==> src/design/hnc_pkg.sv <==
// shared types and constants for the harmonic notch cascade
package hnc_pkg;

   localparam int SAMPLE_W   = 16;
   localparam int COEF_W     = 19;
   localparam int A2_W       = 16;
   localparam int FRAC_BITS  = 16;
   localparam int NUM_STAGES = 3;
   localparam int MCOEF_W    = COEF_W + 1;
   localparam int PROD_W     = MCOEF_W + SAMPLE_W;
   localparam int ACC_W      = PROD_W + 2;
   localparam int CSR_ADDR_W = 3;

   typedef logic signed [SAMPLE_W-1:0] sample_type;
   typedef logic signed [COEF_W-1:0]   coef_type;
   typedef logic        [A2_W-1:0]     a2_type;

   typedef struct packed {
      coef_type b1;
      coef_type a1;
      a2_type   a2;
   } stage_coef_type;

   typedef enum logic [CSR_ADDR_W-1:0] {
      REG_B1_STAGE1 = 3'd0,
      REG_A1_STAGE1 = 3'd1,
      REG_B1_STAGE2 = 3'd2,
      REG_A1_STAGE2 = 3'd3,
      REG_B1_STAGE3 = 3'd4,
      REG_A1_STAGE3 = 3'd5,
      REG_A2_SHARED = 3'd6
   } reg_idx_type;

   localparam coef_type B1_RESET [NUM_STAGES] = '{
      COEF_W'(-116786), COEF_W'(-92682), COEF_W'(-59505)
   };
   localparam coef_type A1_RESET [NUM_STAGES] = '{
      COEF_W'(-110947), COEF_W'(-88048), COEF_W'(-56530)
   };
   localparam a2_type A2_RESET = A2_W'(59146);

endpackage

==> src/design/hnc_cell.sv <==
// one direct-form-i notch biquad cell with a shared multiplier
module hnc_cell (
   input  logic                   clock,
   input  logic                   reset,
   input  logic                   start,
   input  hnc_pkg::sample_type    x_in,
   input  hnc_pkg::stage_coef_type coef,
   output logic                   done,
   output hnc_pkg::sample_type    y_out
);

   typedef enum logic [5:0] {
      ST_IDLE = 6'b000001,
      ST_B1   = 6'b000010,
      ST_A1   = 6'b000100,
      ST_A2   = 6'b001000,
      ST_ACC  = 6'b010000,
      ST_OUT  = 6'b100000
   } cell_state_type;

   localparam int UPPER_W = hnc_pkg::ACC_W - hnc_pkg::SAMPLE_W + 1;

   cell_state_type state_ff, state_in;
   hnc_pkg::sample_type x0_ff, x1_ff, x2_ff, y1_ff, y2_ff, y_ff;
   logic signed [hnc_pkg::PROD_W-1:0] prod_ff, prod_in;
   logic signed [hnc_pkg::ACC_W-1:0]  acc_ff, acc_in, shifted;
   logic signed [hnc_pkg::MCOEF_W-1:0] mult_coef;
   hnc_pkg::sample_type mult_data, sat;
   logic [UPPER_W-1:0] upper;
   logic done_ff;

   always_comb begin
      case (state_ff)
         ST_IDLE: state_in = start ? ST_B1 : ST_IDLE;
         ST_B1:   state_in = ST_A1;
         ST_A1:   state_in = ST_A2;
         ST_A2:   state_in = ST_ACC;
         ST_ACC:  state_in = ST_OUT;
         ST_OUT:  state_in = ST_IDLE;
         default: state_in = ST_IDLE;
      endcase
   end

   // feedback terms enter negated so the accumulator only adds
   always_comb begin
      case (state_ff)
         ST_B1: begin
            mult_coef = hnc_pkg::MCOEF_W'(coef.b1);
            mult_data = x1_ff;
         end
         ST_A1: begin
            mult_coef = -hnc_pkg::MCOEF_W'(coef.a1);
            mult_data = y1_ff;
         end
         ST_A2: begin
            mult_coef = -$signed({{(hnc_pkg::MCOEF_W - hnc_pkg::A2_W){1'b0}}, coef.a2});
            mult_data = y2_ff;
         end
         default: begin
            mult_coef = '0;
            mult_data = '0;
         end
      endcase
   end

   assign prod_in = hnc_pkg::PROD_W'(mult_coef) * hnc_pkg::PROD_W'(mult_data);

   always_comb begin
      case (state_ff)
         ST_B1:
            acc_in = ((hnc_pkg::ACC_W'(x0_ff) + hnc_pkg::ACC_W'(x2_ff))
                      <<< hnc_pkg::FRAC_BITS)
                     + (hnc_pkg::ACC_W'(1) <<< (hnc_pkg::FRAC_BITS - 1));
         ST_A1, ST_A2, ST_ACC:
            acc_in = acc_ff + hnc_pkg::ACC_W'(prod_ff);
         default:
            acc_in = acc_ff;
      endcase
   end

   // round already added, arithmetic shift gives the floor
   assign shifted = acc_ff >>> hnc_pkg::FRAC_BITS;
   assign upper   = shifted[hnc_pkg::ACC_W-1:hnc_pkg::SAMPLE_W-1];

   always_comb begin
      if ((&upper) || !(|upper)) begin
         sat = shifted[hnc_pkg::SAMPLE_W-1:0];
      end else if (upper[UPPER_W-1]) begin
         sat = {1'b1, {(hnc_pkg::SAMPLE_W - 1){1'b0}}};
      end else begin
         sat = {1'b0, {(hnc_pkg::SAMPLE_W - 1){1'b1}}};
      end
   end

   always_ff @(posedge clock) begin
      if (reset) begin
         state_ff <= ST_IDLE;
         done_ff  <= 1'b0;
         x1_ff    <= '0;
         x2_ff    <= '0;
         y1_ff    <= '0;
         y2_ff    <= '0;
      end else begin
         state_ff <= state_in;
         done_ff  <= (state_ff == ST_OUT);
         if (state_ff == ST_OUT) begin
            x1_ff <= x0_ff;
            x2_ff <= x1_ff;
            y1_ff <= sat;
            y2_ff <= y1_ff;
         end
      end
   end

   always_ff @(posedge clock) begin
      if (state_ff == ST_IDLE && start) begin
         x0_ff <= x_in;
      end
      if (state_ff == ST_OUT) begin
         y_ff <= sat;
      end
      prod_ff <= prod_in;
      acc_ff  <= acc_in;
   end

   assign done  = done_ff;
   assign y_out = y_ff;

endmodule

==> src/design/harmonic_notch_cascade.sv <==
// three cascaded notch biquad cells with coefficient registers and output register
// flow: one sample in flight at a time; a new one is accepted only once the result is
// loaded into the output register, which waits for rsp_tready; each of the three cells
// runs its three products through one 20x16 multiplier
// reset: synchronous, clears filter history and control, coefficients take defaults
module harmonic_notch_cascade (
   input  logic                              clock,
   input  logic                              reset,
   input  logic                              req_tvalid,
   output logic                              req_tready,
   input  logic [15:0]                       req_tdata,  // sample_in
   output logic                              rsp_tvalid,
   input  logic                              rsp_tready,
   output logic [15:0]                       rsp_tdata,  // sample_out
   input  logic                              csr_we,
   input  logic [hnc_pkg::CSR_ADDR_W-1:0]    csr_addr,
   input  logic [hnc_pkg::COEF_W-1:0]        csr_wdata
);

   hnc_pkg::coef_type b1_ff [hnc_pkg::NUM_STAGES];
   hnc_pkg::coef_type a1_ff [hnc_pkg::NUM_STAGES];
   hnc_pkg::a2_type   a2_ff;

   logic busy_ff, busy_in;
   logic pend_ff, pend_in;
   logic rsp_valid_ff, rsp_valid_in;
   hnc_pkg::sample_type rsp_data_ff;

   logic                start_chain [hnc_pkg::NUM_STAGES+1];
   hnc_pkg::sample_type data_chain  [hnc_pkg::NUM_STAGES+1];

   logic accept, finished, load;

   assign accept   = req_tvalid && req_tready;
   assign finished = start_chain[hnc_pkg::NUM_STAGES] || pend_ff;
   assign load     = finished && (!rsp_valid_ff || rsp_tready);

   assign start_chain[0] = accept;
   assign data_chain[0]  = req_tdata;

   for (genvar s = 0; s < hnc_pkg::NUM_STAGES; s++) begin : g_stage
      hnc_pkg::stage_coef_type coef;
      assign coef = '{b1: b1_ff[s], a1: a1_ff[s], a2: a2_ff};
      hnc_cell u_cell (
         .clock (clock),
         .reset (reset),
         .start (start_chain[s]),
         .x_in  (data_chain[s]),
         .coef  (coef),
         .done  (start_chain[s+1]),
         .y_out (data_chain[s+1])
      );
   end

   always_comb begin
      busy_in      = busy_ff;
      pend_in      = finished && !load;
      rsp_valid_in = rsp_valid_ff;
      if (accept) begin
         busy_in = 1'b1;
      end
      if (load) begin
         busy_in = 1'b0;
      end
      if (rsp_valid_ff && rsp_tready) begin
         rsp_valid_in = 1'b0;
      end
      if (load) begin
         rsp_valid_in = 1'b1;
      end
   end

   always_ff @(posedge clock) begin
      if (reset) begin
         busy_ff      <= 1'b0;
         pend_ff      <= 1'b0;
         rsp_valid_ff <= 1'b0;
      end else begin
         busy_ff      <= busy_in;
         pend_ff      <= pend_in;
         rsp_valid_ff <= rsp_valid_in;
      end
   end

   always_ff @(posedge clock) begin
      if (load) begin
         rsp_data_ff <= data_chain[hnc_pkg::NUM_STAGES];
      end
   end

   always_ff @(posedge clock) begin
      if (reset) begin
         for (int s = 0; s < hnc_pkg::NUM_STAGES; s++) begin
            b1_ff[s] <= hnc_pkg::B1_RESET[s];
            a1_ff[s] <= hnc_pkg::A1_RESET[s];
         end
         a2_ff <= hnc_pkg::A2_RESET;
      end else if (csr_we) begin
         case (hnc_pkg::reg_idx_type'(csr_addr))
            hnc_pkg::REG_B1_STAGE1: b1_ff[0] <= csr_wdata;
            hnc_pkg::REG_A1_STAGE1: a1_ff[0] <= csr_wdata;
            hnc_pkg::REG_B1_STAGE2: b1_ff[1] <= csr_wdata;
            hnc_pkg::REG_A1_STAGE2: a1_ff[1] <= csr_wdata;
            hnc_pkg::REG_B1_STAGE3: b1_ff[2] <= csr_wdata;
            hnc_pkg::REG_A1_STAGE3: a1_ff[2] <= csr_wdata;
            hnc_pkg::REG_A2_SHARED: a2_ff    <= csr_wdata[hnc_pkg::A2_W-1:0];
            default: ;
         endcase
      end
   end

   assign req_tready = !busy_ff;
   assign rsp_tvalid = rsp_valid_ff;
   assign rsp_tdata  = rsp_data_ff;

endmodule

==> config.mk <==
export PLATFORM = sky130hd
export DESIGN_NAME = harmonic_notch_cascade
export DESIGN_NICKNAME = d
export VERILOG_FILES = /design/src/design/hnc_pkg.sv /design/src/design/hnc_cell.sv /design/src/design/harmonic_notch_cascade.sv
export SDC_FILE = /design/constraint.sdc
export NUM_CORES = 2
export LEC_CHECK = 0
export BUFFER_PORTS_ARGS = -buffer_cell sky130_fd_sc_hd__clkbuf_2
export CAP_MARGIN = 15
export CORE_MARGIN = 1
export CORE_UTILIZATION = 58
export CTS_BUF_LIST = sky130_fd_sc_hd__clkbuf_8
export CTS_CLUSTER_SIZE = 12
export DETAILED_ROUTE_END_ITERATION = 10
export PLACE_DENSITY_LB_ADDON = 0.05
export SYNTH_ARGS = -nofsm -noshare
export SYNTH_HDL_FRONTEND = slang
export SYNTH_SLANG_ARGS = --single-unit
==> constraint.sdc <==
create_clock -name clock -period 9.2 [get_ports clock]
set_clock_uncertainty 0.15 [all_clocks]
set_input_delay 0.92 -clock clock [delete_from_list [all_inputs] [get_ports clock]]
set_output_delay 0.92 -clock clock [all_outputs]
set_load 0.02 [all_outputs]
# Word-level counts from Yosys, hierarchy flattened

Memories as Yosys holds them, arrays and structs flattened.
Cells that the tools add are included.

Register bits: 566
Bits in latches: 0
RAM bits: 114
Bits in read-only memories: 0
Logic and storage cells: 172
Memories: 2

Memory list:

| memory | words | width | rd ports | clocked after memory_dff | write ports | line                         | text |
|---|---|---|---|---|---|---|---|
| a1_ff  | 3     | 19    | 3        | 0                        | 3           | harmonic_notch_cascade.sv:21 | `hnc_pkg::coef_type a1_ff [hnc_pkg::NUM_STAGES];` |
| b1_ff  | 3     | 19    | 3        | 0                        | 3           | harmonic_notch_cascade.sv:20 | `hnc_pkg::coef_type b1_ff [hnc_pkg::NUM_STAGES];` |

$add $sub $neg: 13
$mul: 3
Div/mod/pow operators: 0
Order comparisons: 0
Equal/unequal tests: 24
Shift operators: 0
Muxes and demuxes: 55
Bitwise operators: 6
Reductions and logical operators: 34

Operators with widths:

| operator                                       | count |
|---|---|
| case mux 38 bit (2 select lines)               | 3 |
| case mux 20 bit (3 select lines)               | 3 |
| case mux 16 bit (3 select lines)               | 3 |
| adder 38 x 17 -> 38 bit, second input constant | 3 |
| adder 38 x 36 -> 38 bit                        | 3 |
| 2-to-1 mux 19 bit                              | 6 |
| multiplier 20 x 16 -> 36 bit                   | 3 |
| 2-to-1 mux 16 bit                              | 6 |
| case mux 6 bit (5 select lines)                | 3 |
| negation 19 -> 20 bit                          | 3 |
| adder 16 x 16 -> 17 bit                        | 3 |
| 2-to-1 mux 1 bit                               | 28 |
| AND reduction 7 bit                            | 3 |
| OR reduction 7 bit                             | 3 |
| negation 16 -> 20 bit                          | 1 |
| == test 6 x 1 -> 1 bit, second input constant  | 3 |
| == test 6 x 2 -> 1 bit, second input constant  | 3 |
| == test 6 x 3 -> 1 bit, second input constant  | 3 |
| == test 6 x 4 -> 1 bit, second input constant  | 3 |
| == test 6 x 5 -> 1 bit, second input constant  | 3 |
| == test 6 bit, second input constant           | 3 |
| == test 3 bit, second input constant           | 3 |
| OR reduction 3 bit                             | 3 |
| nonzero test 2 bit                             | 4 |
| other kinds (10)                               | 33 |

# Logic depth before layout (Yosys ltp)

Depth in word-level cells: 6
Mapped depth: 34
Mapped depth without buffers: 33

# Cells and area by module

From an unflattened synthesis, not the netlist that was laid out.

Cell total of the unflattened synthesis: 7,451
Area, all modules: 68,580.8 µm²

By module, submodules not included:

| module                        | instances | cells each | area an instance (µm²) | sequential area each (µm²) |
|---|---|---|---|---|
| hnc_cell at g_stage[0].u_cell | 1         | 2,409      | 21,191.6               | 4,244.1 |
| hnc_cell at g_stage[2].u_cell | 1         | 2,384      | 21,072.7               | 4,244.1 |
| hnc_cell at g_stage[1].u_cell | 1         | 2,349      | 20,907.6               | 4,244.1 |
| harmonic_notch_cascade        | 1         | 309        | 5,408.9                | 4,284.1 |

# Worst setup path after synthesis

No wires, ideal clock.

Path kind: reg-to-reg
Start point: mem a1_ff[0][43] (netlist name)
End point: reg g_stage[2].u_cell.prod_ff[35] (netlist name)
Data arrival time: 8.056 ns
Setup slack: 0.921 ns
Stages on the path, launching flop included: 32
Clock period less this slack: 8.279 ns
Cell sequence: edfxtp_1 or4_4 or3_4 or4_4 nor3_2 nand2_1 or3_4 nand2_1 nand3b_1 and2_1 buf_2 or2_1 fa_1 fa_1 fa_1 inv_1 fa_1 fa_1 inv_1 fa_1 inv_1 ha_1 a21o_1 a21oi_1 o21ai_0 or3_1 o21ai_0 a21oi_1 a211oi_1 o31ai_1 a21oi_1 xnor2_1

RTL lines:

| what                 | line                         | text |
|---|---|---|
| from (decl)          | harmonic_notch_cascade.sv:21 |  |
| to (signal assigned) | hnc_cell.sv:122              | `prod_ff <= prod_in;` |
| to (decl)            | hnc_cell.sv:25               | `logic signed [hnc_pkg::PROD_W-1:0] prod_ff, prod_in;` |

# Worst setup path in the final report

Start point: reg a2_ff[2]
End point: reg g_stage[2].u_cell.prod_ff[35] (netlist name)

Longest elaborated chain between the ends: 3

Ends and longest elaborated chain:

| what                                    | line                          | text |
|---|---|---|
| from (decl)                             | harmonic_notch_cascade.sv:22  | `hnc_pkg::a2_type a2_ff;` |
| from (signal assigned)                  | harmonic_notch_cascade.sv:97  | `a2_ff <= hnc_pkg::A2_RESET;` |
| from (signal assigned)                  | harmonic_notch_cascade.sv:106 | `hnc_pkg::REG_A2_SHARED: a2_ff <= csr_wdata[hnc_pkg::A2_W-1:0];` |
| negation 16 -> 20 bit                   | hnc_cell.sv:56                | `mult_coef = -$signed({{(hnc_pkg::MCOEF_W - hnc_pkg::A2_W){1'b0}}, coef.a2});` |
| case mux 20 bit (3 select lines)        | hnc_cell.sv:46                | `case (state_ff)` |
| multiplier 20 x 16 -> 36 bit            | hnc_cell.sv:66                | `assign prod_in = hnc_pkg::PROD_W'(mult_coef) * hnc_pkg::PROD_W'(mult_data);` |
| via g_stage[2].u_cell.prod_in (one bit) | hnc_cell.sv:25                |  |

The timed path passes the listed nets, and every way through them passes these cells.
A chain may end at the register's enable or synchronous reset.

==> impl_metrics.tcl <==
set metrics [dict create \
    status "finished, violations left" \
    violations "design-rule violations" \
    nets 8813 \
    grt_pass1_vias 51540 \
    pwr-share-comb_pct 2.5 \
    multi_input_area_um2 44800 \
    gp_congestion 0.965 \
    fin_crit_sh_pct 95.7 \
    async_flop_share_pct 0 \
    fin_area_um2 72300 \
    grt.total_usage_pct 32.8 \
    htree_levels 3 \
    p_sw_mw 1.52 \
    drt_iter0_markers 4737 \
    grt_pass1_wl_mm 294 \
    drive_above_1_share_pct 6.30 \
    period_needed_ns 8.80 \
    synth-seq-area-share_pct 25.3 \
    die_w_um 342 \
    grt_antenna_before_repair 11 \
    rsz0062_at_grt "false" \
    cp_slowest_cell "fa_1" \
    power_density_nw_per_um2 88.6 \
    die_h_um 342 \
    dp.cells 8771 \
    viasPerCell 5.74 \
    crit_fanout 9 \
    dieArea_um2 117000 \
    cts.sinks 680 \
    num_rows 124 \
    fin_ws_ns 0.399 \
    swShare_pct 23.7 \
    endpoint_kind "register" \
    slew_viol_final 0 \
    synthesis.nets 8733 \
    worst_slew_pin_slew_ns 1.17 \
    clock_latency_ns 0.84 \
    synth.ff_latch_count 680 \
    worst_path_largest_cell_delay_ns 0.54 \
    dp_hpwl_mm 152 \
    vias 51566 \
    hp-class "input pin to register" \
    dpl_cell_area_um2 69700 \
    cts_buffer_depth 3 \
    crit_type "register to register" \
    start_util_pct 58.6 \
    drtPass1Iterations 11 \
    cts_tree "done" \
    p_total_mw 6.40 \
    port_buffers 60 \
    seqCellArea_um2 17000 \
    routed_wl_mm 188 \
    postCtsSetupRepairBufs 0 \
    syn_area_um2 67200 \
    max_slew_margin_pct 22.1 \
    drc 1 \
    core_area_um2 115000 \
    seq_power_share_pct 50.8 \
    ios 61 \
    yosys_warnings 0 \
    drv_cap 0 \
    finalSetupViolCount 0 \
    finalNonFillerCells 8991 \
    cp_common_cell "fa_1" \
    cts.reportedPaths.clkPinSlew_ns 0.06 \
    wire_per_inst_um 20.9 \
    synth_ff_type "edfxtp_1" \
    ant_nets 0 \
    netlist_instances 7297 \
    num-fill-cells 9954 \
    grt_overflow 0 \
    synthToLayoutAreaGrowth_pct 7.53 \
    cts_made_buffers 115 \
    synth_edf_count 340 \
    grt_max_degree 82 \
    pwr-share-clk_pct 46.7 \
    preCtsSetupSlack_ns 0.342 \
    intPower_mw 4.89 \
    root_buffer "clkbuf_8" \
    hold_violations 0 \
    crit_required_ns 9.75 \
    ir_worst_vdd_mv 0.113 \
    crit_arrival_ns 9.35 \
    avgSynthCellArea_um2 9.21 \
    start_kind "register" \
    tns_ns 0 \
    fmax_mhz 114 \
    leakagePower_nw 33.1 \
    synth.distinct_cells 77 \
]
==> what timing repair did <==
item | in CTS | in global routing
gates resized for setup | 0 | 6
hold buffers | 0 | 0
setup endpoints to repair | 0 | 5
==> metrics by stage <==
stage	hold slack [ns]	util (%)
6_report	0.122	63.0
5_1_grt	0.0768	63.0
4_1_cts	0.0419	63.0
3_5_place_dp	0.255	60.8
3_3_place_gp	0.253	60.8
2_1_floorplan	0.250	-
==> logic make-up (layout without fill, tap and decap cells) <==
group	Yosys count	in the layout	share of synthesized area, %
XOR/XNOR	296	296	3.86
flip-flops	680	680	25.3
adder cells (fa/ha/maj)	1393	1393	36.7
AO/OA/AOI/OAI	1090	1090	10.5
multiplexers	7	7	0.108
buffers and inverters	1451	1630	8.12
AND/OR/NAND/NOR	2380	2380	15.5
other	0	3	0
==> cells in the final DEF (no fill, tap or decap), drive strengths merged, types with 23 or more instances in the layout <==
| cell type | instances |
|---|---|
| a211oi | 34 |
| a21o | 126 |
| a21oi | 419 |
| a221o | 26 |
| a221oi | 25 |
| a222oi | 30 |
| a22oi | 44 |
| and2 | 70 |
| and3 | 50 |
| buf | 163 |
| clkbuf | 194 |
| clkinv | 31 |
| dfxtp | 340 |
| edfxtp | 340 |
| fa | 961 |
| ha | 432 |
| inv | 1225 |
| nand2 | 1014 |
| nand2b | 117 |
| nand3 | 73 |
| nor2 | 773 |
| nor2b | 38 |
| nor3 | 80 |
| nor4 | 23 |
| o21a | 36 |
| o21ai | 162 |
| o21bai | 39 |
| or2 | 26 |
| or3 | 29 |
| xnor2 | 200 |
| xor2 | 96 |
==> path summary, 6_finish.rpt <==
check | from | end | slack [ns] | cells past startpoint
setup reg to reg | a2_ff[2] | g_stage[2].u_cell.prod_ff[35] | 0.40 | 29
hold reg to reg | g_stage[2].u_cell.y_out[0] | rsp_tdata[0] | 0.27 | 0
hold / removal | req_tdata[10] | g_stage[0].u_cell.x0_ff[10] | 0.12 | 1
setup / recovery | a2_ff[2] | g_stage[2].u_cell.prod_ff[35] | 0.40 | 29
==> worst max-delay path, delay by kind of cell (launching register included) <==
| family | cells | cell delay (ns) |
|---|---|---|
| simple gates | 7 | 1.53 |
| xor+xnor | 2 | 0.33 |
| flops | 1 | 0.35 |
| buf+inv | 4 | 0.19 |
| fa+ha+maj | 7 | 3.28 |
| compound gates | 9 | 2.79 |
==> cell usage after synthesis, drive strengths merged, types with 50 or more instances <==
library cell  count  area (um^2)
inv            1191         4470
nand2          1014         3810
fa              961        19200
nor2            773         2910
ha              432         5410
a21oi           419         2100
dfxtp           340         6810
edfxtp          340        10200
clkbuf          244          916
xnor2           200         1750
o21ai           162          811
a21o            126          946
nand2b          117          732
xor2             96          841
nor3             80          415
nand3            73          365
and2             70          438
and3             50          313
==> metal layers <==
metal	GRT usage, %	up-vias	wire, um
li1	-	23607	-
met1	47.0	25644	80700
met2	50.4	1999	84200
met3	5.53	306	15600
met4	11.8	10	7050
met5	0	-	62
==> flip-flops by register name, indices dropped and copies added, names as in the netlist, 57 cells and up <==
name	flops
g_stage.u_cell.acc_ff	114
g_stage.u_cell.prod_ff	108
a1_ff	57
b1_ff	57
==> power by group through the flow <==
stage / logic (mW) / clock network (mW) / registers (mW)
6_report: 0.160 / 2.99 / 3.25
5_1_grt: 0.171 / 3.16 / 3.26
4_1_cts: 0.155 / 3.04 / 3.25
3_5_place_dp: 0.155 / 0 / 3.32
3_3_place_gp: 0.154 / 0 / 3.32
2_1_floorplan: 0.0938 / 0 / 3.30
==> area by class of cell <==
class / count / area share (%)
tap: 1512 / 2.62
clock inverter: 82 / 0.926
sequential: 680 / 23.5
inverter: 1191 / 6.19
clock buffer: 134 / 2.55
timing repair buffer: 223 / 2.12
antenna: 3 / 0.0104
multi-input combinational: 5166 / 62.0
No activity file was read; power rests on OpenSTA's default activity.
